**config.mk**
```make
export PLATFORM = sky130hd
export DESIGN_NAME = fsts_div_cell
export DESIGN_NICKNAME = d
export VERILOG_FILES = /design/src/design/fsts_pkg.sv /design/src/design/fsts_div_cell.sv
export SDC_FILE = /design/constraint.sdc
export NUM_CORES = 1
export LEC_CHECK = 0
export BUFFER_PORTS_ARGS = -buffer_cell sky130_fd_sc_hd__buf_2
export CORE_ASPECT_RATIO = 1.4
export CORE_MARGIN = 5
export CORE_UTILIZATION = 45
export DETAILED_ROUTE_END_ITERATION = 8
export GPL_TIMING_DRIVEN = 1
export PLACE_DENSITY = 0.77
export SETUP_SLACK_MARGIN = 0.4
export SLEW_MARGIN = 20
export SYNTH_ARGS = -nofsm -noshare
export SYNTH_HDL_FRONTEND = slang
export SYNTH_SLANG_ARGS = --single-unit
```
**constraint.sdc**
```tcl
create_clock -name clk -period 1 [get_ports clk]
set_input_delay 0.1 -clock clk [delete_from_list [all_inputs] [get_ports clk]]
set_output_delay 0.1 -clock clk [all_outputs]
set_load 0.01 [all_outputs]
```
**src/design/fsts_pkg.sv**
```systemverilog
// Package for the floor span texture setup block.
// Holds the request and result payload structs and the register indexes; no dependencies.
package fsts_pkg;

	localparam int ROW_W = 10;
	localparam int COL_W = 11;

	// Number of distance light zones; the light_zone field is sized for it.
	localparam int LIGHT_ZONES = 128;

	localparam logic [2:0] REG_VIEW_X       = 3'd0;
	localparam logic [2:0] REG_VIEW_Y       = 3'd1;
	localparam logic [2:0] REG_VIEW_SINE    = 3'd2;
	localparam logic [2:0] REG_VIEW_COSINE  = 3'd3;
	localparam logic [2:0] REG_CENTER_COL   = 3'd4;
	localparam logic [2:0] REG_CENTER_ROW   = 3'd5;
	localparam logic [2:0] REG_PLANE_HEIGHT = 3'd6;
	localparam logic [2:0] REG_FIXED_LIGHT  = 3'd7;

	typedef struct packed {
		logic [9:0]  row;
		logic [10:0] col_start;
		logic [10:0] col_end;
		logic [30:0] row_slope;
	} span_in_t;

	typedef struct packed {
		logic [9:0]         span_row;
		logic [10:0]        span_start;
		logic [10:0]        span_end;
		logic signed [31:0] u_start;
		logic signed [31:0] v_start;
		logic signed [31:0] u_step;
		logic signed [31:0] v_step;
		logic [6:0]         light_zone;
		logic               uses_fixed_light;
	} span_out_t;

	// Operands of one divider cell, handed from cell to cell.
	typedef struct packed {
		logic        valid;
		logic        u_neg;
		logic        v_neg;
		logic [31:0] u_rem;
		logic [31:0] u_quo;
		logic [31:0] v_rem;
		logic [31:0] v_quo;
		logic [9:0]  dy;
	} div_lane_t;

endpackage

```
**src/design/fsts_div_cell.sv**
```systemverilog
// One restoring division cell: produces one quotient bit for the u and v steps.
// Depends on fsts_pkg for the lane struct.
module fsts_div_cell
	import fsts_pkg::*;
#(
	parameter int BIT = 31
) (
	input  logic      clk,
	input  logic      arst_n,
	input  logic      en,
	input  div_lane_t lane_in,
	output div_lane_t lane_out
);

	div_lane_t nxt;
	div_lane_t lane_q;
	logic [42:0] u_try;
	logic [42:0] v_try;
	logic [42:0] dsh;

	always_comb begin
		nxt   = lane_in;
		dsh   = {33'd0, lane_in.dy} << BIT;
		u_try = {11'd0, lane_in.u_rem};
		v_try = {11'd0, lane_in.v_rem};
		if (u_try >= dsh) begin
			nxt.u_rem = 32'(u_try - dsh);
			nxt.u_quo[BIT] = 1'b1;
		end
		if (v_try >= dsh) begin
			nxt.v_rem = 32'(v_try - dsh);
			nxt.v_quo[BIT] = 1'b1;
		end
	end

	always_ff @(posedge clk or negedge arst_n) begin
		if (!arst_n) begin
			lane_q <= '0;
		end else if (en) begin
			lane_q <= nxt;
		end
	end

	assign lane_out = lane_q;

endmodule

```
After elaboration in Yosys (flattened, before gate mapping). Index checks and enable logic that the tools add are counted.

Flip-flop bits (word level): 141. Bits of input ports: 144. Output and inout bits: 141.

Add/subtract/negate cells: 2. Magnitude comparators: 2. Mux-type cells: 2.

Operators by type and width (count): 32-bit by 41-bit >= comparator with 1-bit output (2); 33-bit 2-to-1 mux (2); 32-bit subtractor (2).

Depth between registers and ports, before layout. Gate-level depths: netlist of the first run.

Depth after elaboration: 2. Mapped depth: 7. Depth with buffers taken out: 7.

Least setup slack after synthesis of the first run. OpenSTA, ideal clock, no wires.

Path type: input-to-reg. Start: input lane_in[137] in the netlist's numbering. End: register lane_q (netlist bit lane_out[137]). Data arrival time: 1259 ps. Data required time: 874 ps. Slack: -385 ps. Stages: 7. Path through: inv_1 > ha_1 > nor4b_1 > nand4_1 > o21ai_1 > nand2_1 > a311o_1.

Longest elaborated chain between the ends: 2. Elaborated cells between the ends (all ways): 3. Classes of those cells: add/sub (1); order compare (1); mux (1).

Ends and longest elaborated chain: start: declaration (RTL line fsts_div_cell.sv:11) `input div_lane_t lane_in,`; 32-bit by 41-bit >= comparator with 1-bit output / 32-bit subtractor (equally long branches) (RTL line fsts_div_cell.sv:26, fsts_div_cell.sv:27); 33-bit 2-to-1 mux (*) (RTL line fsts_div_cell.sv:26) `if (u_try >= dsh) begin`; end signal: assignment (RTL line fsts_div_cell.sv:40) `lane_q <= nxt;`; end: declaration (RTL line fsts_div_cell.sv:16) `div_lane_t lane_q;`.

Mark *: on every way between the ends. The rest lies on a longest branch, timed or not. A chain may end at the register's enable or synchronous reset.

Final worst setup path of the first run.
Start: input lane_in[56] in the netlist's numbering. End: register lane_q (netlist bit lane_out[73]).

Longest elaborated chain between the ends: 2. Elaborated cells between the ends (all ways): 3. Classes of those cells: add/sub (1); order compare (1); mux (1).

Ends and longest elaborated chain: 32-bit by 41-bit >= comparator with 1-bit output / 32-bit subtractor (equally long branches) (RTL line fsts_div_cell.sv:30, fsts_div_cell.sv:31); 33-bit 2-to-1 mux (*) (RTL line fsts_div_cell.sv:30) `if (v_try >= dsh) begin`.

Marked as above.

==> metrics.yaml, run 1 <==
status: "complete, but fails checks"
failed_checks: "negative hold slack, negative setup slack"
clock_skew_ns: 0
grt_util_met3_pct: 5.52
rows: 47
crit_path_max_fanout: 2
cts_tree: "built"
hold_viol_final: 252
hold_class: "in -> async"
sw_frac_of_total_pct: 26.4
wirelength_um: 22000
synth.avg_cell_area_um2: 16.1
largest_register_ffs: 141
cts_sinks: 141
gp_congestion: 0.796
grt-ovfl-total: 0
yosysSeqAreaShare_pct: 64.8
grt_use_met2_pct: 44.9
synth-simple-area-share_pct: 4.02
syn_to_final_growth_pct: 89.9
fin_crit_sh_pct: 115
placeableCoreArea_um2: 11900
crit_required_ns: 1.29
synth_cell_types: 18
cap_violations: 0
p_sw_mw: 4.59
cts_hold_buf: 2
clk_pin_slew_worst_paths_ns: 0.06
p_leak_nw: 5.36
via_per_inst: 5.22
wl_per_cell_um: 23.1
grt_usage_pct: 25.0
drive_above_1_share_pct: 78.6
busiest_layer: "met2"
h-tree-depth: 4
criticalPathCategory: "in -> reg"
p_comb_share_pct: 24.4
synth_fp_nets: 484
worst_pin_slew_ns: 0.458
hpwl_um: 12600
p_per_area_nw_per_um2: 1680
clockBufferDepth: 2
p_clk_share_pct: 36.7
setup_viol_count_final: 155
vias: 4969
grt_pass1_wl_um: 27600
grt_max_degree: 42
die_y_um: 140
n_antenna_cell: 0
end_kind: "flip-flop"
synth-compound-area-share_pct: 0.781
place_area_um2: 7940
final_util_pct: 87.1
drc: 0
die-area_um2: 14400
start_util_pct: 45.9
dp.cells: 799
max_slew_margin_pct: 69.2
min_period_ns: 1.15
synth_top_family_by_area: "multiplexers"
ys_warn_count: 0
internal_power_mw: 12.8
portBuffers: 284
worstSkewPairLatency_ns: 0.41
worst_slack_ns: -0.150
vdd_drop_max_uv: 1280
finalNonFillerCells: 952
io_pins: 285
netlist_instances: 338
antenna_found_initial: 0
hold_ws_ns: -0.459
gr-usage-met1_pct: 26.3
synthXorXnorAreaFrac_pct: 0
setup_tns_ns: -7.36
rsz0062_at_grt: "yes"
seqPwrFrac_pct: 38.9
drv_slew: 0
max_freq_mhz: 870
drt_pass1_iterations: 4
start_kind: "input port"
die_x_um: 103
synth_adder_area_share_pct: 0.459
stdcell_area_um2: 10300
ys_ff_latch: 141
grt_pass1_vias: 5463
synth_mux_area_share_pct: 28.3
syn_area_um2: 5450
fillers: 506
cp_data_arrival_time_ns: 1.44
drt_iter0_markers: 142
drtAntennaViolNets: 0
fin_nets: 938
root_buffer: "clkbuf_16"
cts_inserted_buffers: 17
-- power groups by stage --
stage	combinational (mW)	clock, mW	sequential, mW
global placement	2.70	0	6.65
detailed placement	2.78	0	6.69
global route	4.44	6.72	6.81
CTS	3.49	6.35	6.61
finish	4.23	6.36	6.76
floorplan	1.19	0	6.95
-- worst max-delay path, cell delays in order --
cell and delay [ns]:
buf_2 0.12, nor4_1 0.44, nand4_1 0.22, o21ai_1 0.21, nand2_1 0.09, a311o_1 0.27
-- synthesized netlist by cell type --
library cell,instances,area [µm²]
a311o_1,2,20.0
nand4_1,4,25.0
nor4_4,1,21.3
a31oi_1,2,12.5
mux2_2,137,1540
clkbuf_1,3,11.3
nor4_1,15,93.8
nor2_1,3,11.3
ha_1,2,25.0
nor2b_1,2,12.5
buf_2,13,65.1
dfrtp_1,141,3530
inv_1,4,15.0
nor4b_2,1,15.0
nor4b_1,1,8.76
o21ai_1,2,10.0
and4b_1,2,20.0
nand2_1,3,11.3
-- logic make-up (layout without fill, tap and decap cells) --
logic type	count (synthesis)	in the layout
AOI/OAI and AO/OA	6	6
buffers and inverters	20	487
DFF	141	141
muxes	137	137
adders and majority gates	2	2
and+or+nand+nor	32	32
-- per-stage QoR --
| step | power [mW] | setup WS (ns) |
|---|---|---|
| after floorplan | 8.13 | -0.217 |
| after detailed placement | 9.47 | -0.650 |
| after CTS | 16.5 | -0.0931 |
| after global routing | 18.0 | -0.187 |
| final | 17.4 | -0.150 |
| after global placement | 9.36 | -0.688 |
-- timing repair --
| action | 4_1_cts | 5_1_grt |
|---|---|---|
| endpoints found under the hold margin | 258 | 255 |
| setup endpoints to repair | 282 | 282 |
| pin swaps | 8 | 7 |
| gates resized for setup | 67 | 129 |
| buffers inserted | 79 | 40 |
-- cells in the final DEF (no fill, tap or decap), types with 3 or more instances in the layout --
cell        Yosys  routed
clkbuf_8        0       3
nor4_4          1       3
clkinvlp_4      0       5
mux2_4          0     128
buf_2          13     212
dfrtp_1       141     141
clkbuf_16       0      17
nor4_1         15      10
nor2_1          3       3
clkinv_4        0       4
buf_12          0       7
nand4_1         4       4
buf_6           0     166
nor4_2          0       3
mux2_2        137       9
buf_4           0      63
-- path summary, 6_finish.rpt --
path,startpoint,endpoint,slack (ns),depth (start not counted)
max in group asynchronous,arst_n,lane_out[13]$_DFFE_PN0P_,0.94,2
worst max register to register,lane_out[85]$_DFFE_PN0P_,lane_out[85]$_DFFE_PN0P_,-0.05,3
worst min register to register,lane_out[4]$_DFFE_PN0P_,lane_out[4]$_DFFE_PN0P_,0.51,1
worst min-delay path,arst_n,lane_out[74]$_DFFE_PN0P_,-0.46,1
min in group clk,lane_in[37],lane_out[37]$_DFFE_PN0P_,-0.08,2
worst max-delay path,lane_in[56],lane_out[73]$_DFFE_PN0P_,-0.15,6
-- area by class of cell --
| class | instances | area (µm²) | share of cell area, % |
|---|---|---|---|
| clock buffer | 19 | 453 | 4.38 |
| tap | 147 | 184 | 1.78 |
| timing repair buffer | 451 | 3580 | 34.6 |
| sequential | 141 | 3530 | 34.1 |
| multi-input combinational | 177 | 2420 | 23.4 |
| clock inverter | 13 | 143 | 1.38 |
| inverter | 4 | 40.0 | 0.387 |
-- routing by layer --
layer	vias to the layer above	share of wire (%)
met2	280	54
li1	2128	-
met3	78	6.4
met4	0	5.4
met1	2483	34
met5	-	0
Power figures use the tool's default switching activity.
==> inputs of run 2 (changes only) <==
==> constraint.sdc (replaced) <==
create_clock -name clk -period 1.3 [get_ports clk]
set_input_delay 0.13 -clock clk [delete_from_list [all_inputs] [get_ports clk]]
set_output_delay 0.13 -clock clk [all_outputs]
set_load 0.01 [all_outputs]
==> run 2 against run 1 <==
Compared with the run above: the flow now finishes without violations; largest cell class unchanged; first-iteration DRC count shrank 18%; sequential power shrank 24%; cell count grew 3.0%; largest power group unchanged.
==> metrics.yaml, run 2 (same netlist as run 1, synthesis figures left out) <==
seqPwrFrac_pct: 40.5  # +1.6 points
max_slew_margin_pct: 74.2  # +5.0 points
grt_pass1_vias: 5603  # +2.6%
largest_register_ffs: 141  # unchanged
criticalPathCategory: "in -> reg"
die-area_um2: 14400  # unchanged
setup_viol_count_final: 0  # -100%
start_util_pct: 45.9  # unchanged
die_y_um: 140  # unchanged
reg2reg_to: "lane_out[23]$_DFFE_PN0P_"
drt_iter0_markers: 116  # -18%
vias: 5001  # +0.64%
sw_frac_of_total_pct: 26.2  # -0.26 points
grt_max_degree: 37  # -12%
hold_ws_ns: 0.0181  # +0.477 ns
fin_nets: 968  # +3.2%
internal_power_mw: 9.37  # -27%
via_per_inst: 5.10  # -2.3%
clk_pin_slew_worst_paths_ns: 0.06  # about the same
antenna_found_initial: 1  # +1
critPathLaunch: "lane_in[137]"
grt-ovfl-total: 0  # unchanged
end_kind: "flip-flop"
min_period_ns: 1.14
syn_to_final_growth_pct: 85.7
cts_sinks: 141  # unchanged
vdd_drop_max_uv: 1220  # -4.5%
final_common_cell: "buf_2"
hold_depth: 2
status: "finished, final reports clean"
worst_pin_slew_ns: 0.387  # -0.0711 ns
drtAntennaViolNets: 0  # unchanged
hold_class: "in -> reg"
placeableCoreArea_um2: 11900  # unchanged
p_clk_share_pct: 38.0  # +1.3 points
grt_usage_pct: 27.1  # +2.1 points
r2r_start: "lane_out[23]$_DFFE_PN0P_"
p_leak_nw: 4.80  # -10%
final_cell_mix: "buf_2, dfrtp_1, dlygate4sd3_1"
dp.cells: 776  # -2.9%
rsz0062_at_grt: "yes"
wirelength_um: 21500  # -2.0%
h-tree-depth: 4  # unchanged
clock_skew_ns: 0  # unchanged
wl_per_cell_um: 22.0  # -4.9%
crit_path_max_fanout: 2  # unchanged
clockBufferDepth: 2  # unchanged
hold_viol_final: 0  # -100%
max_freq_mhz: 874
crit_required_ns: 1.58  # +0.29 ns
cts_inserted_buffers: 17  # unchanged
p_per_area_nw_per_um2: 1250  # -25%
die_x_um: 103  # unchanged
portBuffers: 284  # unchanged
hpwl_um: 11800  # -6.6%
cap_violations: 0  # unchanged
p_comb_share_pct: 21.5  # -2.9 points
gp_congestion: 0.800  # +0.43%
drt_pass1_iterations: 4  # unchanged
cp-endpoint: "lane_out[137]$_DFFE_PN0P_"
rows: 47  # unchanged
worstSkewPairLatency_ns: 0.41  # about the same
root_buffer: "clkbuf_16"
grt_pass1_wl_um: 29600  # +7.4%
cts_tree: "built"
fin_crit_sh_pct: 88.0
reg2reg_depth: 3  # unchanged
io_pins: 285  # unchanged
drive_above_1_share_pct: 64.7  # -14 points
cp_data_arrival_time_ns: 1.43  # about the same
start_kind: "input port"
drc: 0  # unchanged
drv_slew: 0  # unchanged
ff2ff_setup_slack_ns: 0.27  # +0.32 ns
p_sw_mw: 3.32  # -28%
finalNonFillerCells: 981  # +3.0%
==> run 2: cell count changes in the layout (fill, tap and decap cells not counted), moves of 2 or more <==
cell / previous run / this run
buf_6: 166 / 83
inv_6: 0 / 2
mux2_4: 128 / 11
dlygate4sd3_1: 2 / 127
nor4_2: 3 / 7
buf_2: 212 / 217
mux2_2: 9 / 126
clkinvlp_4: 5 / 3
clkinv_4: 4 / 0
nor4_1: 10 / 5
buf_4: 63 / 47
==> run 2: per-layer routing <==
layer | wire length [µm] | GRT usage [%] | share of wire [%]
met4 | 1290 | 17.0 | 6.0
met3 | 1610 | 8.36 | 7.5
met1 | 6780 | 26.9 | 31
met2 | 11900 | 47.7 | 55
met5 | 0 | 0 | 0
==> run 2: worst min-delay path by stage <==
stage	endpoint	startpoint	slack, ns
floorplan	lane_out[0]$_DFFE_PN0P_	arst_n	-0.17
global placement	lane_out[138]$_DFFE_PN0P_	arst_n	0.06
detailed placement	lane_out[139]$_DFFE_PN0P_	arst_n	0.06
CTS	lane_out[8]$_DFFE_PN0P_	lane_in[8]	0.0004
global route	lane_out[60]$_DFFE_PN0P_	lane_in[60]	0.008
finish	lane_out[44]$_DFFE_PN0P_	lane_in[44]	0.02
==> run 2: per-stage QoR <==
stage	utilization, %	setup slack, ns	setup TNS [ns]	cell area (µm²)	power, mW
after floorplan	-	0.0529	0	5590	5.92
after global placement	61.4	-0.291	-0.743	7290	6.84
after detailed placement	61.4	-0.269	-0.818	7290	6.92
after CTS	80.9	0.203	0	9610	12.2
after global routing	85.2	0.127	0	10100	13.1
final	85.2	0.156	0	10100	12.7
==> run 2: power by group through the flow <==
| stage | clock (mW) | combinational (mW) | sequential [mW] |
|---|---|---|---|
| floorplan | 0 | 0.591 | 5.33 |
| global placement | 0 | 1.75 | 5.09 |
| detailed placement | 0 | 1.80 | 5.12 |
| CTS | 4.80 | 2.35 | 5.07 |
| global route | 5.08 | 2.88 | 5.18 |
| finish | 4.82 | 2.73 | 5.14 |
==> run 2: critical path: stages <==
cell	delay (ns)
buf_4	0.15
inv_12	0.03
ha_4	0.25
nor4b_4	0.17
nand4_1	0.13
o21ai_2	0.17
nand2_1	0.10
a311o_1	0.28
==> run 2: area by class of cell <==
cell class	count	area [µm²]
timing repair buffer	481	3780
sequential	141	3530
multi-input combinational	177	2010
fill	546	1760
clock buffer	20	457
tap	147	184
clock inverter	10	115
inverter	4	40.0
antenna	1	2.50
==> run 2: what timing repair did <==
item | CTS | global route
pin swaps | 4 | 7
gates resized for setup | 47 | 69
hold buffers | 127 | 0
setup buffers | 27 | 20
endpoints found under the setup margin | 145 | 160
endpoints found under the hold margin | 267 | 0
==> inputs of run 3 (changes only) <==
--- a/config.mk
+++ b/config.mk
@@ -6,9 +6,11 @@
 export NUM_CORES = 1
 export LEC_CHECK = 0
 export BUFFER_PORTS_ARGS = -buffer_cell sky130_fd_sc_hd__buf_2
+export CELL_PAD_IN_SITES_DETAIL_PLACEMENT = 1
+export CELL_PAD_IN_SITES_GLOBAL_PLACEMENT = 1
 export CORE_ASPECT_RATIO = 1.4
 export CORE_MARGIN = 5
-export CORE_UTILIZATION = 45
+export CORE_UTILIZATION = 35
 export DETAILED_ROUTE_END_ITERATION = 8
 export GPL_TIMING_DRIVEN = 1
 export PLACE_DENSITY = 0.77
==> run 3 against run 2 <==
Compared with the run above: combinational power up 12%; first-iteration DRC count is 75% higher; sequential power is 1% higher; total power rose by 6.3%; clock power rose by 8.9%; sequential cell count unchanged; die area up 26%; largest cell class unchanged.
==> metrics.yaml, run 3 (same netlist as run 1, synthesis figures left out) <==
grt_max_degree: 40  # +8.1%
grt_pass1_wl_um: 33400  # +13%
final_util_pct: 69.0  # -16 points
hpwl_um: 13100  # +11%
portBuffers: 284  # unchanged
max_slew_margin_pct: 72.2  # -2.0 points
cts_inserted_buffers: 17  # unchanged
via_per_inst: 4.85  # -5.0%
register_area_um2: 3530  # unchanged
cp_slowest_stage_delay_ns: 0.33  # +0.05 ns
end_kind: "flip-flop"
hold_ws_ns: 0.0214  # +0.00331 ns
crit_path_max_fanout: 2  # unchanged
die-area_um2: 18200  # +26%
criticalPathCategory: "in -> reg"
grt-ovfl-total: 0  # unchanged
vias: 5136  # +2.7%
p_comb_share_pct: 22.6  # +1.1 points
cp_data_arrival_time_ns: 1.43  # about the same
status: "finished, final reports clean"
fin_crit_sh_pct: 87.6  # -0.39 points
clockBufferDepth: 2  # unchanged
clk_pin_slew_worst_paths_ns: 0.06  # about the same
slowest_stage: "nor4_1"
wl_per_cell_um: 25.1  # +14%
fillers: 1480  # +170%
sw_frac_of_total_pct: 26.7  # +0.47 points
antenna_found_initial: 4  # +3
finalPower_mw: 13.5  # +6.3%
seqPwrFrac_pct: 38.4  # -2.1 points
post-place-ws_ns: -0.390  # -0.121 ns
start_kind: "input port"
drtAntennaViolNets: 0  # unchanged
multi_input_area_um2: 2070  # +2.6%
cap_violations: 0  # unchanged
syn_to_final_growth_pct: 95.8
wirelength_um: 26600  # +23%
rows: 54  # +15%
cts_tree: "built"
crit_required_ns: 1.59  # about the same
start_util_pct: 35.2  # -11 points
internal_power_mw: 9.89  # +5.6%
min_period_ns: 1.14  # -0.00506 ns
vdd_drop_max_uv: 885  # -28%
worstSkewPairLatency_ns: 0.40  # about the same
grt_usage_pct: 24.2  # -2.9 points
io_pins: 285  # unchanged
fin_nets: 994  # +2.7%
hp-start: "lane_in[70]"
drc: 0  # unchanged
p_leak_nw: 5.06  # +5.5%
drv_slew: 0  # unchanged
grt_pass1_vias: 5845  # +4.3%
final_cell_mix: "buf_2, dfrtp_1, dlygate4sd3_1"
critPathLaunch: "lane_in[113]"
cts_sinks: 141  # unchanged
worst_pin_slew_ns: 0.417  # +0.0301 ns
rsz0062_at_grt: "yes"
die_x_um: 115  # +12%
max_freq_mhz: 878  # +0.44%
hold_class: "in -> reg"
drt_iter0_markers: 203  # +75%
gp_congestion: 0.806  # +0.76%
die_y_um: 158  # +12%
drt_pass1_iterations: 4  # unchanged
root_buffer: "clkbuf_16"
hold_viol_final: 0  # unchanged
drive_above_1_share_pct: 66.2  # +1.5 points
h-tree-depth: 4  # unchanged
placeableCoreArea_um2: 15500  # +30%
crit_chain: "buf_2 -> nor4_1 -> buf_4 -> nand4_1 -> o21ai_2 -> nand2_2 -> a311o_1"
worst_slack_ns: 0.162  # +0.00506 ns
final_common_cell: "buf_2"
clock_skew_ns: 0  # unchanged
p_sw_mw: 3.59  # +8.2%
largest_register_ffs: 141  # unchanged
p_per_area_nw_per_um2: 1260  # +0.80%
r2r_start: "lane_out[137]$_DFFE_PN0P_"
setup_viol_count_final: 0  # unchanged
p_clk_share_pct: 38.9  # +0.9 points
[run 3: changes by cell type in the layout (fill, tap and decap cells not counted), sizes merged]
cell / delta
diode: +3
clkinvlp: -1
bufinv: +2
clkbuf: -2
dlygate4sd3: -3
buf: +29
clkinv: +1
inv: +1
[run 3: timing repair]
item                                    CTS  global route
gates cloned                              0             0
endpoints found under the setup margin  145           173
pin swaps                                10             4
gates resized for setup                  73           105
hold buffers                            122             2
buffers inserted                         30            40
hold endpoints to repair                250             2
[run 3: critical path: cells and delay by family]
| kind | cells | cell delay, ns |
|---|---|---|
| buf+inv | 2 | 0.31 |
| simple gates | 3 | 0.52 |
| compound gates | 2 | 0.46 |
[run 3: final cells by class]
type	instances	area share, %
Clock inverter	13	1.77
Antenna cell	4	0.0938
Multi-Input combinational cell	177	19.4
Tap cell	196	2.30
Timing Repair Buffer	507	39.0
Clock buffer	18	4.02
Sequential cell	141	33.1
Inverter	4	0.375
[run 3: path summary, 6_finish.rpt]
kind | endpoint | cells after the start | slack [ns]
max | lane_out[137]$_DFFE_PN0P_ | 7 | 0.16
min | lane_out[70]$_DFFE_PN0P_ | 2 | 0.02
max reg2reg | lane_out[137]$_DFFE_PN0P_ | 3 | 0.24
min reg2reg | lane_out[125]$_DFFE_PN0P_ | 1 | 0.50
max in group asynchronous | lane_out[6]$_DFFE_PN0P_ | 3 | 0.53
min in group asynchronous | lane_out[84]$_DFFE_PN0P_ | 2 | 0.22
[run 3: stage by stage]
stage               setup TNS [ns]  instance area [µm²]  cells
global route                     0                10700   1060
detailed placement           -1.13                 7390    831
CTS                              0                 9850   1014
finish                           0                10700   1060
global placement            -0.889                 7390    831
floorplan                        0                 5590    338
[run 3: power groups by stage]
stage	sequential [mW]	combinational [mW]	clock, mW
floorplan	5.33	0.591	0
global placement	5.09	1.77	0
detailed placement	5.13	1.84	0
CTS	5.09	2.46	5.21
global route	5.23	3.22	5.55
finish	5.19	3.05	5.25
[run 3: routing by layer]
layer  GRT usage (%)  up-vias  share of wire, %
li1                -     2245                 -
met1            24.3     2570                33
met2            46.0      248                57
met3            5.89       73               5.8
met4            11.7        0               5.1
met5               0        -                 0
